File: src/rtl/dlpp_pkg.sv
package dlpp_pkg;

   localparam int BUFFER_DEPTH = 256;
   localparam int ADDR_W = $clog2(BUFFER_DEPTH);
   localparam int FILL_W = ADDR_W + 1;
   localparam int BYTE_W = 8;

   localparam logic [BYTE_W-1:0] DELIM_RESET = 8'd10;

   localparam logic FUNC_WRITE = 1'b0;
   localparam logic FUNC_READ  = 1'b1;

   // classified word handed from the front to the back
   typedef struct packed {
      logic              is_read;
      logic              is_delim;
      logic [BYTE_W-1:0] data;
   } op_type;

   typedef struct packed {
      logic out_valid;
      logic out_last;
      logic line_done;
      logic overflow;
      logic back_empty;
   } flags_type;

   typedef struct packed {
      logic [BYTE_W-1:0] data;
      flags_type         flags;
   } rsp_type;

endpackage

File: src/rtl/dlpp_front.sv
module dlpp_front
   import dlpp_pkg::*;
(
   input  logic              clock,
   input  logic              reset,
   input  logic              csr_wr_en,
   input  logic [BYTE_W-1:0] csr_wr_data,
   input  logic              req_tvalid,
   output logic              req_tready,
   input  logic              req_func,
   input  logic [BYTE_W-1:0] req_byte,
   output logic              op_valid,
   output op_type            op,
   input  logic              op_pop
);

   logic [BYTE_W-1:0] delimiter_ff;
   op_type            q_ff [2];
   logic              wr_ptr_ff, wr_ptr_in;
   logic              rd_ptr_ff, rd_ptr_in;
   logic [1:0]        cnt_ff, cnt_in;
   logic              push;
   op_type            op_new;

   always_ff @(posedge clock) begin
      if (reset) begin
         delimiter_ff <= DELIM_RESET;
      end else if (csr_wr_en) begin
         delimiter_ff <= csr_wr_data;
      end
   end

   assign req_tready = (cnt_ff != 2'd2);
   assign push       = req_tvalid && req_tready;

   always_comb begin
      op_new.is_read  = (req_func == FUNC_READ);
      op_new.is_delim = (req_byte == delimiter_ff);
      op_new.data     = req_byte;
   end

   always_comb begin
      wr_ptr_in = push ? ~wr_ptr_ff : wr_ptr_ff;
      rd_ptr_in = op_pop ? ~rd_ptr_ff : rd_ptr_ff;
      cnt_in    = cnt_ff + {1'b0, push} - {1'b0, op_pop};
   end

   always_ff @(posedge clock) begin
      if (reset) begin
         wr_ptr_ff <= 1'b0;
         rd_ptr_ff <= 1'b0;
         cnt_ff    <= 2'd0;
      end else begin
         wr_ptr_ff <= wr_ptr_in;
         rd_ptr_ff <= rd_ptr_in;
         cnt_ff    <= cnt_in;
      end
   end

   always_ff @(posedge clock) begin
      if (push) begin
         q_ff[wr_ptr_ff] <= op_new;
      end
   end

   assign op_valid = (cnt_ff != 2'd0);
   assign op       = q_ff[rd_ptr_ff];

endmodule

File: config.mk
export PLATFORM = sky130hd
export DESIGN_NAME = dlpp_front
export DESIGN_NICKNAME = d
export VERILOG_FILES = /design/src/rtl/dlpp_pkg.sv /design/src/rtl/dlpp_front.sv
export SDC_FILE = /design/constraint.sdc
export NUM_CORES = 1
export LEC_CHECK = 0
export ABC_AREA = 0
export CORE_ASPECT_RATIO = 1.2
export CORE_MARGIN = 8
export CORE_UTILIZATION = 55
export DETAILED_ROUTE_END_ITERATION = 7
export DONT_BUFFER_PORTS = 1
export PLACE_DENSITY = 0.7
export SYNTH_ARGS = -nofsm -noshare
export SYNTH_HDL_FRONTEND = slang
export SYNTH_SLANG_ARGS = --single-unit
File: constraint.sdc
create_clock -name clock -period 2.29 [get_ports clock]
set_clock_uncertainty 0.05 [all_clocks]
set_input_delay 0.1145 -clock clock [delete_from_list [all_inputs] [get_ports clock]]
set_output_delay 0.1145 -clock clock [all_outputs]
set_load 0.05 [all_outputs]
==> impl_metrics.ini <==
[global_routing]
use_met2_pct = 21.9
met3_usage_pct = 6.23
grt-ovfl-total = 0
grt_pass1_vias = 917
gr-max-usage-layer = met2
grt.total_usage_pct = 12.9
grt_use_met1_pct = 13.3
grt_max_degree = 14
antenna_found_initial = 0
grt_pass1_wl_um = 4100

[sta]
rsz0062_at_grt = false
timing.final.ws_setup_ns = 0.588
period_share_pct = 74.3
worst_pin_slew_ns = 0.477
timing.slew.headroom_pct = 68.3
setup_violations = 0
fin_crit_ns = 1.70
drv_slew = 0
fin_setup_tns_ns = 0
finalHoldViolations = 0
clock.fmax_mhz = 587

[die]
rows = 19
die_h_um = 70.0
die-area_um2 = 4280
die_w_um = 61.0
initial_core_util_pct = 58.1
core_um2 = 2310
boundaryPins = 34

[yosys]
ys.flop_type = edfxtp_1
synth_most_common_cell = edfxtp_1
netlist_top_cells_area = edfxtp_1 (45%), dfxtp_1 (19%), xnor2_1 (6.5%)
syn-num-nets = 120
syn_area_per_cell_um2 = 13.8
synth.top_cell.area_share_pct = 44.9
synth_area_leader_cell = edfxtp_1
postSynth.asyncResetShare_pct = 0
synth_cell_types = 24
synthCells = 97
yosysWarnings = 0
yosys_register_bits = 33
synth_edf_count = 20
yosys-top-cells-count = edfxtp_1 (20), dfxtp_1 (13), nor2_1 (10), xnor2_1 (10), mux2i_1 (8)
synth_area_um2 = 1340
ys_seq_area_share_pct = 64.3

[pwr]
combPwrFrac_pct = 21.8
p_per_area_nw_per_um2 = 798
switching_share_pct = 29.5
p_sw_w = 0.000405
leakagePower_nw = 0.642
power.internal_w = 0.000969
seqPwrFrac_pct = 51.9
ir_drop_mv = 0.602
pwr-share-clk_pct = 26.2

[critical_path]
worstPathRequired_ns = 2.51
critPathKind = register to register
end_kind = register
start_kind = register
crit_family = simple AND/OR/NAND/NOR gates
crit_path_max_incr_delay_ns = 0.55
cp.buffers_inverters = 0
worstPathCellList = nand2b_1 -> nand2_1 -> xnor2_1 -> ha_1 -> or4b_1 -> nand4b_1
slowest_stage = or4b_1
arrival_ns = 1.92
crit_fanout = 4

[final_layout]
multiInputGateArea_um2 = 449
syn_to_final_growth_pct = 28.6
regArea_um2 = 861
nFillCells = 163
antenna_cells = 0
layout-drive-gt1-share_pct = 9.92
fin_nets = 153

[detailed_routing]
vias = 843
drtIter0Drc = 25
firstDrtPassIters = 4
ant_nets = 0
drc_errors = 0
post_drt_wl_per_cell_um = 16.7
routed_wl_um = 2710
vias_per_cell = 5.20

[clocking]
clkSlewWorstSetupHoldPaths_ns = 0.10
cts_made_buffers = 5
clock-sinks = 33
clkLatencyLatePin_ns = 0.33
cts_buffer_depth = 2
cts_tree = built
cts_setup_buffers = 0
cts-resized-gates = 0
cts.htree.levels = 2
holdBufCountCts = 28
root_buffer = clkbuf_4

[min_path]
hold_path.class = input pin to register

[place]
hpwl_um = 1640
gp_congestion = 0.658
portBuffers = 0
dp_worst_setup_slack_ns = 0.656

[run]
cap_violations = 0

[outcome]
status = finished, final reports clean
-- final timing paths --
kind / start / end / slack (ns) / depth (start not counted)
hold / removal: op_pop / cnt_ff[1] / 0.01 / 2
setup / recovery: cnt_ff[0] / cnt_ff[1] / 0.59 / 6
hold reg to reg: rd_ptr_ff / register / 0.48 / 2
setup reg to reg: cnt_ff[0] / cnt_ff[1] / 0.59 / 6
-- power by group through the flow --
stage | Clock [W] | Sequential (W) | Combinational (W)
after floorplan | 0 | 0.000715 | 0.000234
after CTS | 0.000367 | 0.000714 | 0.000300
final | 0.000361 | 0.000714 | 0.000300
after global placement | 0 | 0.000725 | 0.000245
after detailed placement | 0 | 0.000727 | 0.000249
after global routing | 0.000393 | 0.000719 | 0.000317
-- kinds of logic after synthesis --
| kind of cell | after synthesis | share of synthesized area, % |
|---|---|---|
| AOI/OAI and AO/OA | 4 | 2.34 |
| DFF | 33 | 64.3 |
| adders and majority gates | 1 | 0.934 |
| xor gates and xnor gates | 10 | 6.54 |
| and+or+nand+nor | 24 | 9.35 |
| muxes | 18 | 14.4 |
| buffers and inverters | 7 | 2.15 |
-- metrics by stage --
stage                     cell area [um2]  cells  power, W  hold WS, ns  util, %
after floorplan                      1340     97  0.000949        0.163        -
after global placement               1370    126  0.000970        0.139     59.5
after detailed placement             1370    126  0.000977        0.140     59.5
after CTS                            1720    162   0.00138      0.00238     74.7
after global routing                 1720    162   0.00143      0.00884     74.7
final                                1720    162   0.00137       0.0126     74.7
-- cell usage in the layout, fill, tap and decap left out, types with 2 or more instances in the layout --
master         count
clkbuf_4           5
clkbuf_8           2
dfxtp_1           13
dlygate4sd3_1     28
edfxtp_1          20
inv_1              4
mux2_1             6
mux2_2             4
mux2i_1            8
nand2_1            3
nand4_1            4
nor2_1            10
xnor2_1           10
-- worst reg2reg max path, delay by kind of cell (launching register included) --
family	cells	cell delay, ns
adders and majority gates	1	0.23
xor gates and xnor gates	1	0.13
DFF	1	0.38
and+or+nand+nor	4	0.87
-- layer usage --
metal / up-vias / share of wire, %
li1: 414 / -
met1: 399 / 40
met2: 27 / 51
met3: 3 / 7.6
met4: 0 / 1.1
met5: - / 0
-- registers in the layout (all words and copies together), names as in the netlist, named ones only --
register and count:
cnt_ff 2, wr_ptr_ff 1, delimiter_ff 8, q_ff 20, rd_ptr_ff 1
-- cell type report --
type / instances / area share [%]
Clock buffer: 7 / 3.78
Clock inverter: 1 / 0.291
Inverter: 4 / 0.872
Multi-Input combinational cell: 57 / 26.1
Sequential cell: 33 / 50.0
Tap cell: 31 / 2.25
Timing Repair Buffer: 29 / 16.7
(Power assumes the default switching activity.)
